## config.mk

```make
export PLATFORM = sky130hd
export DESIGN_NAME = ordered_list_engine_core
export DESIGN_NICKNAME = d
export VERILOG_FILES = /design/src/olst_pkg.sv /design/src/ordered_list_engine_core.sv /design/src/olst_cell.sv
export SDC_FILE = /design/constraint.sdc
export NUM_CORES = 2
export LEC_CHECK = 0
export BUFFER_PORTS_ARGS = -buffer_cell sky130_fd_sc_hd__buf_2
export CAP_MARGIN = 10
export CORE_UTILIZATION = 25
export DETAILED_ROUTE_END_ITERATION = 10
export PLACE_DENSITY = 0.47
export RECOVER_POWER = 25
export SYNTH_ARGS = -nofsm -noshare
export SYNTH_HDL_FRONTEND = slang
export SYNTH_HIERARCHICAL = 1
export SYNTH_SLANG_ARGS = --single-unit
```

## constraint.sdc

```tcl
create_clock -name clk -period 9.8 [get_ports clk]
set_input_delay 0 -clock clk [delete_from_list [all_inputs] [get_ports clk]]
set_output_delay 0 -clock clk [all_outputs]
set_load 0.02 [all_outputs]
```

## src/olst_pkg.sv

```systemverilog
// ============================================================================
// olst_pkg: shared types for the ordered list engine
// Operation and status codes, FSM states and the structs broadcast to and passed
// along the chain of entry cells.
// ============================================================================
package olst_pkg;

	typedef enum logic [2:0] {
		MODE_READ   = 3'd0,
		MODE_SEARCH = 3'd1,
		MODE_APPEND = 3'd2,
		MODE_INSERT = 3'd3,
		MODE_DELETE = 3'd4,
		MODE_CLEAR  = 3'd5
	} mode_t;

	typedef enum logic [1:0] {
		STAT_OK        = 2'd0,
		STAT_BAD_POS   = 2'd1,
		STAT_FULL      = 2'd2,
		STAT_NOT_FOUND = 2'd3
	} status_t;

	typedef enum logic [1:0] {
		ST_IDLE,
		ST_SCAN,
		ST_APPLY
	} state_t;

	localparam int unsigned POS_W   = 5;
	localparam int unsigned VALUE_W = 32;
	localparam int unsigned FPOS_W  = 4;
	localparam int unsigned CAP_W   = 5;

	// Operation broadcast to every cell.
	typedef struct packed {
		mode_t               mode;
		logic [POS_W-1:0]    position;
		logic [VALUE_W-1:0]  value;
		logic                do_append;
		logic                do_insert;
		logic                do_delete;
	} cell_ctrl_t;

	// Scan token handed from cell to cell, one cell per cycle.
	typedef struct packed {
		logic                hit;
		logic [VALUE_W-1:0]  data;
		logic [FPOS_W-1:0]   fpos;
	} token_t;

endpackage

```

## src/ordered_list_engine_core.sv

```systemverilog
// ============================================================================
// ordered_list_engine_core: ordered list of signed 32-bit entries
// A chain of entry cells with an operation controller and a result register.
// ============================================================================
// Read, search and delete pass through the scan state before the apply state;
// append, insert, clear and unused modes go to apply directly. Apply waits
// while an earlier result is not yet taken. A new item is taken only after the
// previous one is applied; the token crosses one cell of the chain per cycle.
// Reset: list length 0 and capacity 16; entries are not cleared.
module ordered_list_engine_core #(
	parameter int unsigned DEPTH = 16
) (
	input  logic        clk,
	input  logic        arst_n,
	// Input beats. s_tdata fields from bit 0 up: mode[2:0], position[4:0],
	// value[31:0].
	input  logic        s_tvalid,
	output logic        s_tready,
	input  logic [39:0] s_tdata,
	// Result beats. m_tdata fields from bit 0 up: status[1:0], data_out[31:0],
	// found_position[3:0], entry_count[4:0], is_empty, is_full, zero fill.
	output logic        m_tvalid,
	input  logic        m_tready,
	output logic [47:0] m_tdata,
	// Capacity register write channel.
	input  logic        cfg_valid,
	output logic        cfg_ready,
	input  logic [4:0]  cfg_data
);

	// Cell index width and length width; the length must be able to hold DEPTH.
	localparam int unsigned IW = $clog2(DEPTH);
	localparam int unsigned LW = $clog2(DEPTH + 1);
	localparam int unsigned CW = (LW > olst_pkg::CAP_W) ? LW : olst_pkg::CAP_W;

	olst_pkg::state_t                 state_q, state_nx;
	logic [IW-1:0]                    cnt_q;
	olst_pkg::mode_t                  op_mode_q;
	logic [olst_pkg::POS_W-1:0]       op_pos_q;
	logic [31:0]                      op_val_q;
	logic [LW-1:0]                    len_q, len_nx;
	logic [olst_pkg::CAP_W-1:0]       cap_q;

	logic                             out_valid_q;
	logic [47:0]                      out_data_q;

	logic                             in_go;
	logic                             apply_go;
	logic                             needs_scan;
	olst_pkg::mode_t                  in_mode;
	olst_pkg::cell_ctrl_t             ctrl;
	olst_pkg::status_t                status;
	logic [31:0]                      data_out;
	logic [olst_pkg::FPOS_W-1:0]      fpos;
	logic [CW-1:0]                    cap_c, len_c, pos_c;
	logic                             full_now;

	logic [31:0]                      entry_w [DEPTH];
	olst_pkg::token_t                 tok_w   [DEPTH+1];

	// ------------------------------------------------------------------
	// Handshakes. A new item is taken only when the controller is idle; the
	// result register lets it start while the previous result still waits.
	// ------------------------------------------------------------------
	assign s_tready  = (state_q == olst_pkg::ST_IDLE);
	assign in_go     = s_tvalid && s_tready;
	assign cfg_ready = 1'b1;
	assign apply_go  = (state_q == olst_pkg::ST_APPLY) && (!out_valid_q || m_tready);
	assign in_mode   = olst_pkg::mode_t'(s_tdata[2:0]);

	// Read, search and delete need the token to sweep the whole chain.
	assign needs_scan = (in_mode == olst_pkg::MODE_READ) ||
	                    (in_mode == olst_pkg::MODE_SEARCH) ||
	                    (in_mode == olst_pkg::MODE_DELETE);

	always_ff @(posedge clk or negedge arst_n) begin
		if (!arst_n) begin
			state_q <= olst_pkg::ST_IDLE;
		end else begin
			state_q <= state_nx;
		end
	end

	always_comb begin
		state_nx = state_q;
		case (state_q)
			olst_pkg::ST_IDLE: begin
				if (in_go) begin
					state_nx = needs_scan ? olst_pkg::ST_SCAN : olst_pkg::ST_APPLY;
				end
			end
			olst_pkg::ST_SCAN: begin
				if (cnt_q == IW'(DEPTH - 1)) begin
					state_nx = olst_pkg::ST_APPLY;
				end
			end
			olst_pkg::ST_APPLY: begin
				if (apply_go) begin
					state_nx = olst_pkg::ST_IDLE;
				end
			end
			default: state_nx = olst_pkg::ST_IDLE;
		endcase
	end

	always_ff @(posedge clk or negedge arst_n) begin
		if (!arst_n) begin
			cnt_q <= '0;
		end else if (in_go) begin
			cnt_q <= '0;
		end else if (state_q == olst_pkg::ST_SCAN) begin
			cnt_q <= cnt_q + IW'(1);
		end
	end

	// Operation registers hold still for the whole scan.
	always_ff @(posedge clk) begin
		if (in_go) begin
			op_mode_q <= in_mode;
			op_pos_q  <= s_tdata[7:3];
			op_val_q  <= s_tdata[39:8];
		end
	end

	always_ff @(posedge clk or negedge arst_n) begin
		if (!arst_n) begin
			cap_q <= olst_pkg::CAP_W'(16);
		end else if (cfg_valid && cfg_ready) begin
			cap_q <= cfg_data;
		end
	end

	// ------------------------------------------------------------------
	// Decision in the apply cycle. The token leaving the last cell carries the
	// addressed entry and the first search hit, taken before any shift.
	// ------------------------------------------------------------------
	assign cap_c    = (CW'(cap_q) < CW'(DEPTH)) ? CW'(cap_q) : CW'(DEPTH);
	assign len_c    = CW'(len_q);
	assign pos_c    = CW'(op_pos_q);
	assign full_now = (len_c >= cap_c);

	always_comb begin
		status         = olst_pkg::STAT_OK;
		data_out       = '0;
		fpos           = '0;
		len_nx         = len_q;
		ctrl.mode      = op_mode_q;
		ctrl.position  = op_pos_q;
		ctrl.value     = op_val_q;
		ctrl.do_append = 1'b0;
		ctrl.do_insert = 1'b0;
		ctrl.do_delete = 1'b0;
		case (op_mode_q)
			olst_pkg::MODE_READ: begin
				if (pos_c < len_c) begin
					data_out = tok_w[DEPTH].data;
				end else begin
					status = olst_pkg::STAT_BAD_POS;
				end
			end
			olst_pkg::MODE_SEARCH: begin
				if (tok_w[DEPTH].hit) begin
					fpos = tok_w[DEPTH].fpos;
				end else begin
					status = olst_pkg::STAT_NOT_FOUND;
				end
			end
			olst_pkg::MODE_APPEND: begin
				if (full_now) begin
					status = olst_pkg::STAT_FULL;
				end else begin
					ctrl.do_append = apply_go;
					len_nx         = len_q + LW'(1);
				end
			end
			olst_pkg::MODE_INSERT: begin
				if (pos_c > len_c) begin
					status = olst_pkg::STAT_BAD_POS;
				end else if (full_now) begin
					status = olst_pkg::STAT_FULL;
				end else begin
					ctrl.do_insert = apply_go;
					len_nx         = len_q + LW'(1);
				end
			end
			olst_pkg::MODE_DELETE: begin
				if (pos_c < len_c) begin
					data_out       = tok_w[DEPTH].data;
					ctrl.do_delete = apply_go;
					len_nx         = len_q - LW'(1);
				end else begin
					status = olst_pkg::STAT_BAD_POS;
				end
			end
			olst_pkg::MODE_CLEAR: begin
				len_nx = '0;
			end
			default: begin
			end
		endcase
	end

	always_ff @(posedge clk or negedge arst_n) begin
		if (!arst_n) begin
			len_q <= '0;
		end else if (apply_go) begin
			len_q <= len_nx;
		end
	end

	// ------------------------------------------------------------------
	// Result register.
	// ------------------------------------------------------------------
	always_ff @(posedge clk or negedge arst_n) begin
		if (!arst_n) begin
			out_valid_q <= 1'b0;
		end else if (apply_go) begin
			out_valid_q <= 1'b1;
		end else if (m_tready) begin
			out_valid_q <= 1'b0;
		end
	end

	always_ff @(posedge clk) begin
		if (apply_go) begin
			out_data_q <= {3'b000,
			               (CW'(len_nx) >= cap_c),
			               (len_nx == '0),
			               olst_pkg::CAP_W'(len_nx),
			               fpos,
			               data_out,
			               status};
		end
	end

	assign m_tvalid = out_valid_q;
	assign m_tdata  = out_data_q;

	// ------------------------------------------------------------------
	// Chain of entry cells. Cell 0 receives an empty token every cycle.
	// ------------------------------------------------------------------
	assign tok_w[0] = '0;

	for (genvar i = 0; i < DEPTH; i++) begin : g_cell
		logic [31:0] left_w;
		logic [31:0] right_w;

		if (i == 0) begin : g_first
			assign left_w = '0;
		end else begin : g_mid_l
			assign left_w = entry_w[i-1];
		end
		if (i == DEPTH - 1) begin : g_last
			assign right_w = '0;
		end else begin : g_mid_r
			assign right_w = entry_w[i+1];
		end

		olst_cell #(
			.IW (IW),
			.LW (LW)
		) u_cell (
			.clk         (clk),
			.ctrl        (ctrl),
			.length      (len_q),
			.index       (IW'(i)),
			.left_entry  (left_w),
			.right_entry (right_w),
			.entry       (entry_w[i]),
			.tok_in      (tok_w[i]),
			.tok_out     (tok_w[i+1])
		);
	end

	// ------------------------------------------------------------------
	// Assertions.
	// ------------------------------------------------------------------
	a_len_bound: assert property (@(posedge clk) disable iff (!arst_n)
		CW'(len_q) <= CW'(DEPTH))
		else $error("list length exceeds DEPTH");

	a_apply_shows: assert property (@(posedge clk) disable iff (!arst_n)
		apply_go |=> m_tvalid)
		else $error("applied item produced no result beat");

	a_len_only_apply: assert property (@(posedge clk) disable iff (!arst_n)
		!apply_go |=> $stable(len_q))
		else $error("length changed outside the apply cycle");

	a_busy_after_accept: assert property (@(posedge clk) disable iff (!arst_n)
		in_go |=> !s_tready)
		else $error("input ready while an item is in flight");

	a_scan_len: assert property (@(posedge clk) disable iff (!arst_n)
		(state_q == olst_pkg::ST_SCAN && cnt_q == IW'(DEPTH - 1))
			|=> state_q == olst_pkg::ST_APPLY)
		else $error("scan did not end after DEPTH cycles");

endmodule

```

## src/olst_cell.sv

```systemverilog
// ============================================================================
// olst_cell: one entry cell of the list chain
// Holds one entry, writes it on append, shifts it with its neighbors on insert
// and delete, and updates the passing scan token for read, delete and search.
// ============================================================================
module olst_cell #(
	parameter int unsigned IW = 4,
	parameter int unsigned LW = 5
) (
	input  logic                   clk,
	input  olst_pkg::cell_ctrl_t   ctrl,
	input  logic [LW-1:0]          length,
	input  logic [IW-1:0]          index,
	input  logic [31:0]            left_entry,
	input  logic [31:0]            right_entry,
	output logic [31:0]            entry,
	input  olst_pkg::token_t       tok_in,
	output olst_pkg::token_t       tok_out
);

	localparam int unsigned CW = (LW > olst_pkg::POS_W) ? LW : olst_pkg::POS_W;

	logic [CW-1:0]      idx_c;
	logic [CW-1:0]      pos_c;
	logic [CW-1:0]      len_c;
	logic [31:0]        entry_q;
	olst_pkg::token_t   tok_q;
	olst_pkg::token_t   tok_nx;

	assign idx_c = CW'(index);
	assign pos_c = CW'(ctrl.position);
	assign len_c = CW'(length);

	always_comb begin
		tok_nx = tok_in;
		if ((ctrl.mode == olst_pkg::MODE_READ || ctrl.mode == olst_pkg::MODE_DELETE)
				&& idx_c == pos_c) begin
			tok_nx.data = entry_q;
		end
		if (ctrl.mode == olst_pkg::MODE_SEARCH && !tok_in.hit && idx_c < len_c
				&& entry_q == ctrl.value) begin
			tok_nx.hit  = 1'b1;
			tok_nx.fpos = olst_pkg::FPOS_W'(index);
		end
	end

	always_ff @(posedge clk) begin
		tok_q <= tok_nx;
	end

	// Insert moves entries up from the left, delete pulls them down from the right.
	always_ff @(posedge clk) begin
		if (ctrl.do_append && idx_c == len_c) begin
			entry_q <= ctrl.value;
		end else if (ctrl.do_insert && idx_c == pos_c) begin
			entry_q <= ctrl.value;
		end else if (ctrl.do_insert && idx_c > pos_c && idx_c <= len_c) begin
			entry_q <= left_entry;
		end else if (ctrl.do_delete && idx_c >= pos_c && (idx_c + CW'(1)) < len_c) begin
			entry_q <= right_entry;
		end
	end

	assign entry   = entry_q;
	assign tok_out = tok_q;

endmodule
```

Word level (Yosys, flattened, before mapping)
Index checks and enable logic that the tools add are counted.
- register bits after elaboration: 1191
- bits in latches: 0
- bits in writable memories: 0
- memory bits (read-only): 0
- word-level logic and storage cells: 521
- memories kept: 0
- $add $sub $neg: 3
- multiply operators: 0
- div/mod/pow operators: 0
- $lt $le $gt $ge: 70
- equal/unequal tests: 59
- shifts and indexed selects: 0
- mux-type cells: 106
- bitwise operators: 0
- reduce and logical (&&, ||, !) cells: 209
- operators by type and width (kind ; number):
    two-way mux 32 bit ; 79
    equality test 32 bit ; 16
    logical AND 1 bit ; 161
    equality test 4 x 5 -> 1 bit (first input constant) ; 16
    nonzero test 4 bit ; 16
    equality test 3 x 5 -> 1 bit (first input constant) ; 8
    >= comparator 4 x 5 -> 1 bit (first input constant) ; 8
    > comparator 4 x 5 -> 1 bit (first input constant) ; 8
    less-or-equal comparator 4 x 5 -> 1 bit (first input constant) ; 8
    < comparator 4 x 5 -> 1 bit (first input constant) ; 8
    equality test 2 x 5 -> 1 bit (first input constant) ; 4
    >= comparator 3 x 5 -> 1 bit (first input constant) ; 4
    > comparator 3 x 5 -> 1 bit (first input constant) ; 4
    less-or-equal comparator 3 x 5 -> 1 bit (first input constant) ; 4
    < comparator 3 x 5 -> 1 bit (first input constant) ; 4
    two-way mux 5 bit ; 4
    one-hot mux 5 bit (4 select lines) ; 1
    zero test 1 bit ; 16
    zero test 5 bit ; 3
    two-way mux 2 bit ; 7
    two-way mux 1 bit ; 11
    equality test 1 x 5 -> 1 bit (first input constant) ; 2
    >= comparator 1 x 5 -> 1 bit (first input constant) ; 2
    >= comparator 2 x 5 -> 1 bit (first input constant) ; 2
    32 further kinds ; 51

Depth between registers and ports, before layout
- depth in word-level cells: 11
- depth in mapped cells: 16
- depth with buffers taken out: 16

By module
The synthesis kept the hierarchy.
- modules (own cells, without submodules) (module ; times used ; cells each ; area an instance (um^2)):
    olst_cell at g_cell[0].u_cell ... ; 7 ; 314 ; 3609.7
    olst_cell at g_cell[4].u_cell ... ; 6 ; 314 ; 3732.3
    olst_cell at g_cell[1].u_cell ... ; 3 ; 314 ; 3783.6
    ordered_list_engine_core ; 1 ; 307 ; 4375.4

Least setup slack after synthesis
No wires, ideal clock.
- path kind: register to register
- start point: reg state_q[1]
- end point: reg g_cell[1].u_cell.entry_q[0] (enable)
- library setup time: 0.431 ns
- arrival time: 8.695 ns
- required time: 9.369 ns
- slack: 0.675 ns
- stages on the path, launching flop included: 10
- path buffers: 3
- clock period less this slack: 9.125 ns
- path through: dfrtp_1 > clkbuf_1 > nand2_1 > nor2b_1 > clkbuf_1 > nand3_1 > a211oi_1 > o2111ai_4 > buf_8 > o211ai_1
- RTL lines (what ; line ; source):
    from (decl) ; ordered_list_engine_core.sv:36 ; olst_pkg::state_t state_q, state_nx;
    from (signal assigned) ; ordered_list_engine_core.sv:78 ; state_q <= olst_pkg::ST_IDLE;
    from (signal assigned) ; ordered_list_engine_core.sv:80 ; state_q <= state_nx;
    to (signal assigned) ; olst_cell.sv:54 ; entry_q <= ctrl.value;
    to (signal assigned) ; olst_cell.sv:56 ; entry_q <= ctrl.value;
    to (signal assigned) ; olst_cell.sv:58 ; entry_q <= left_entry;
    to (decl) ; olst_cell.sv:26 ; logic [31:0] entry_q;

==> impl_metrics.toml <==
[timing]
finalClockSkew_ns = 0.0500
setup_viol = 0
rsz0062_at_grt = "no"
setup_tns_ns = 0
fin_hold_ws_ns = 0.0214
hold_violations = 0
max_freq_mhz = 157
drv_slew = 432
fin_crit_ns = 6.37
tightest_slew_ns = 3.12
timing.final.crit_share = 0.650
relSlewSlack = -1.08

[run_status]
violations = "design-rule violations, max-capacitance violations, max-slew violations"
status = "complete, but fails checks"

[pwr]
p_leak_nw = 31.9
power_density_nw_per_um2 = 185
peakVddDrop_mv = 0.156

[synth]
synth-edff-count = 597
synth_area_um2 = 63400
synth_top_area_cell = "edfxtp_1"
yosysTopAreaCellShare = 0.283
ys.flop_type = "edfxtp_1"
synthTopCellsByArea = "edfxtp_1, dfxtp_1, mux2i_1, mux2_4, ha_1"
ys_seq_area_frac = 0.477
syn_area_per_cell_um2 = 11.9
ys_ff_latch = 1206
yosys_warnings = 6
synth-async-reset-ratio = 0.0141
synth_cell_type_count = 79
syn_inst = 5331

[critical_path]
crit_path_end_kind = "register"
r2r_slack_ns = 3.43
cp.arrival_ns = 6.79
r2r-start = "state_q[0]"
critPathLaunchType = "register"
path_max_fanout = 54
required_ns = 10.21
r2r_end = "g_cell[9].u_cell/entry[24]"
crit_start = "state_q[0]"
critical_path_class = "register to register"
critPathCapture = "g_cell[9].u_cell/entry[24]"
r2r_cells = 12

[grt]
met1_usage = 0.200
grt_first_pass_wirelength_um = 269000
busiest_layer = "met2"
use_met3 = 0.0160
grt_overflow = 0
grt.total_usage = 0.137
grt_pass1_vias = 40400
use_met2 = 0.213
grt_max_degree = 66
antenna_found_initial = 4

[clocking]
cts_buffers = 136
cts.repair.resized = 0
cts_tree = "yes"
cts-htree-levels = 4
clk-insertion-delay-late_ns = 0.79
post-cts-setup-buffers = 0
cts_max_path_buffers = 3
postCtsHoldBufs = 101
path_clk_slew_ns = 0.06
clock-sinks = 1206
cts_root_buf = "clkbuf_16"

[cells_and_area]
register_area_um2 = 30200
n_fill_cell = 25800
drive_above_1_share = 0.149
final_nets = 6285
multiInputGateArea_um2 = 32100
area_growth_pct = 16.6
stdcell_count = 9459

[drt]
avgViaCountPerCell = 4.32
wl_per_cell_um = 18.9
ant_nets = 0
dr.pass1.iters = 9
drc = 13
via_count = 40900
drt_iter0_markers = 2689
drt_wl_total_um = 179000

[floorplanning]
fp.dieArea_um2 = 256000
start_util = 0.252
rows = 184
core_um2 = 252000
die_y_um = 506
fp.dieW_um = 506
io_pins = 101

[place]
hpwl_um = 134000
portBuffers = 96
globalplace.congestion = 0.807
placed_cells = 9103

[flow_run]
maxCapViolations = 12

[hold_path]
hp-class = "input pin to register"
-- cell usage in the layout, fill, tap and decap left out, drive strengths merged, types with 106 or more instances in the layout --
cell and count:
ha 241, nor2 542, xnor2 303, a21oi 552
inv 186, dfxtp 592, buf 153, clkbuf 263
xor2 242, conb 442, mux2i 513, mux2 583
nand4 106, edfxtp 597
-- sequential cells by signal, indices dropped and copies added, names as in the netlist --
name	count
cap_q	5
cnt_q	4
g_cell.u_cell/entry	512
g_cell.u_cell/tok_out	592
len_c	5
m_tdata	45
m_tvalid	1
op_mode_q	3
op_pos_q	5
op_val_q	32
state_q	2
-- per-stage QoR --
step,total power [mW],worst slack (ns),util,cell area (µm²)
after floorplan,7.76,0.675,-,65000
after global placement,8.64,5.01,0.273,68800
after detailed placement,8.68,5.12,0.273,68800
after CTS,13.9,5.09,0.295,74200
after global routing,14.3,2.67,0.294,73900
final,13.7,3.43,0.294,73900
-- worst min-delay path by stage --
stage	start	endpoint	slack (ns)	depth (start not counted)
global route	s_tdata[26]	op_val_q[18]	0.03	2
detailed placement	arst_n	state_q[0]	-0.007	1
global placement	arst_n	state_q[0]	-0.009	1
CTS	s_tdata[26]	op_val_q[18]	0.02	2
floorplan	arst_n	cap_q[0]	-0.30	0
finish	s_tdata[26]	op_val_q[18]	0.02	2
-- cell type report --
cell class,count,area share
inverters,177,0.00899
flip-flops and latches,1206,0.409
diodes,1,0.0000338
clock buffers,196,0.0523
repair buffers,321,0.0312
clock inverters,58,0.00760
multi-input cells,4152,0.435
well taps,3348,0.0567
-- where the power goes --
group          switching [mW]  internal (mW)
sequential              0.185           5.66
clock                    2.23           2.85
combinational            1.67           1.06
-- critical path: stages, from the launching register on --
cell and delay [ns]:
dfrtp_1 0.43, inv_1 0.16, nand2_1 0.14, nor2b_4 0.12, clkbuf_1 2.16, nand3_1 0.50, a211oi_4 0.36, buf_4 0.32
buf_4 0.57, o2111ai_4 0.19, buf_4 0.34, o211ai_1 0.18, buf_4 0.41
-- per-layer routing --
| metal | wire length [µm] | vias up |
|---|---|---|
| met3 | 7190 | 175 |
| met1 | 90200 | 19700 |
| li1 | - | 20100 |
| met4 | 3410 | 0 |
| met2 | 77700 | 938 |
| met5 | 0 | - |
-- cell usage after synthesis, types with 67 or more instances --
cell type,instances
mux2i_1,513
mux2_2,246
nor2_1,542
nand4_1,100
inv_1,174
dfxtp_1,592
buf_6,80
mux2_4,270
mux2_1,67
xor2_1,242
clkbuf_1,74
ha_1,241
a21oi_1,552
edfxtp_1,597
xnor2_1,303
-- kinds of logic after synthesis --
group | share of synthesized area
adder cells (fa/ha/maj) | 0.0477
AND/OR/NAND/NOR | 0.0869
AO/OA/AOI/OAI | 0.0711
buffers and inverters | 0.0417
flip-flops | 0.477
multiplexers | 0.201
other | 0.000118
XOR/XNOR | 0.0753
No activity file was read; power rests on OpenSTA's default activity.
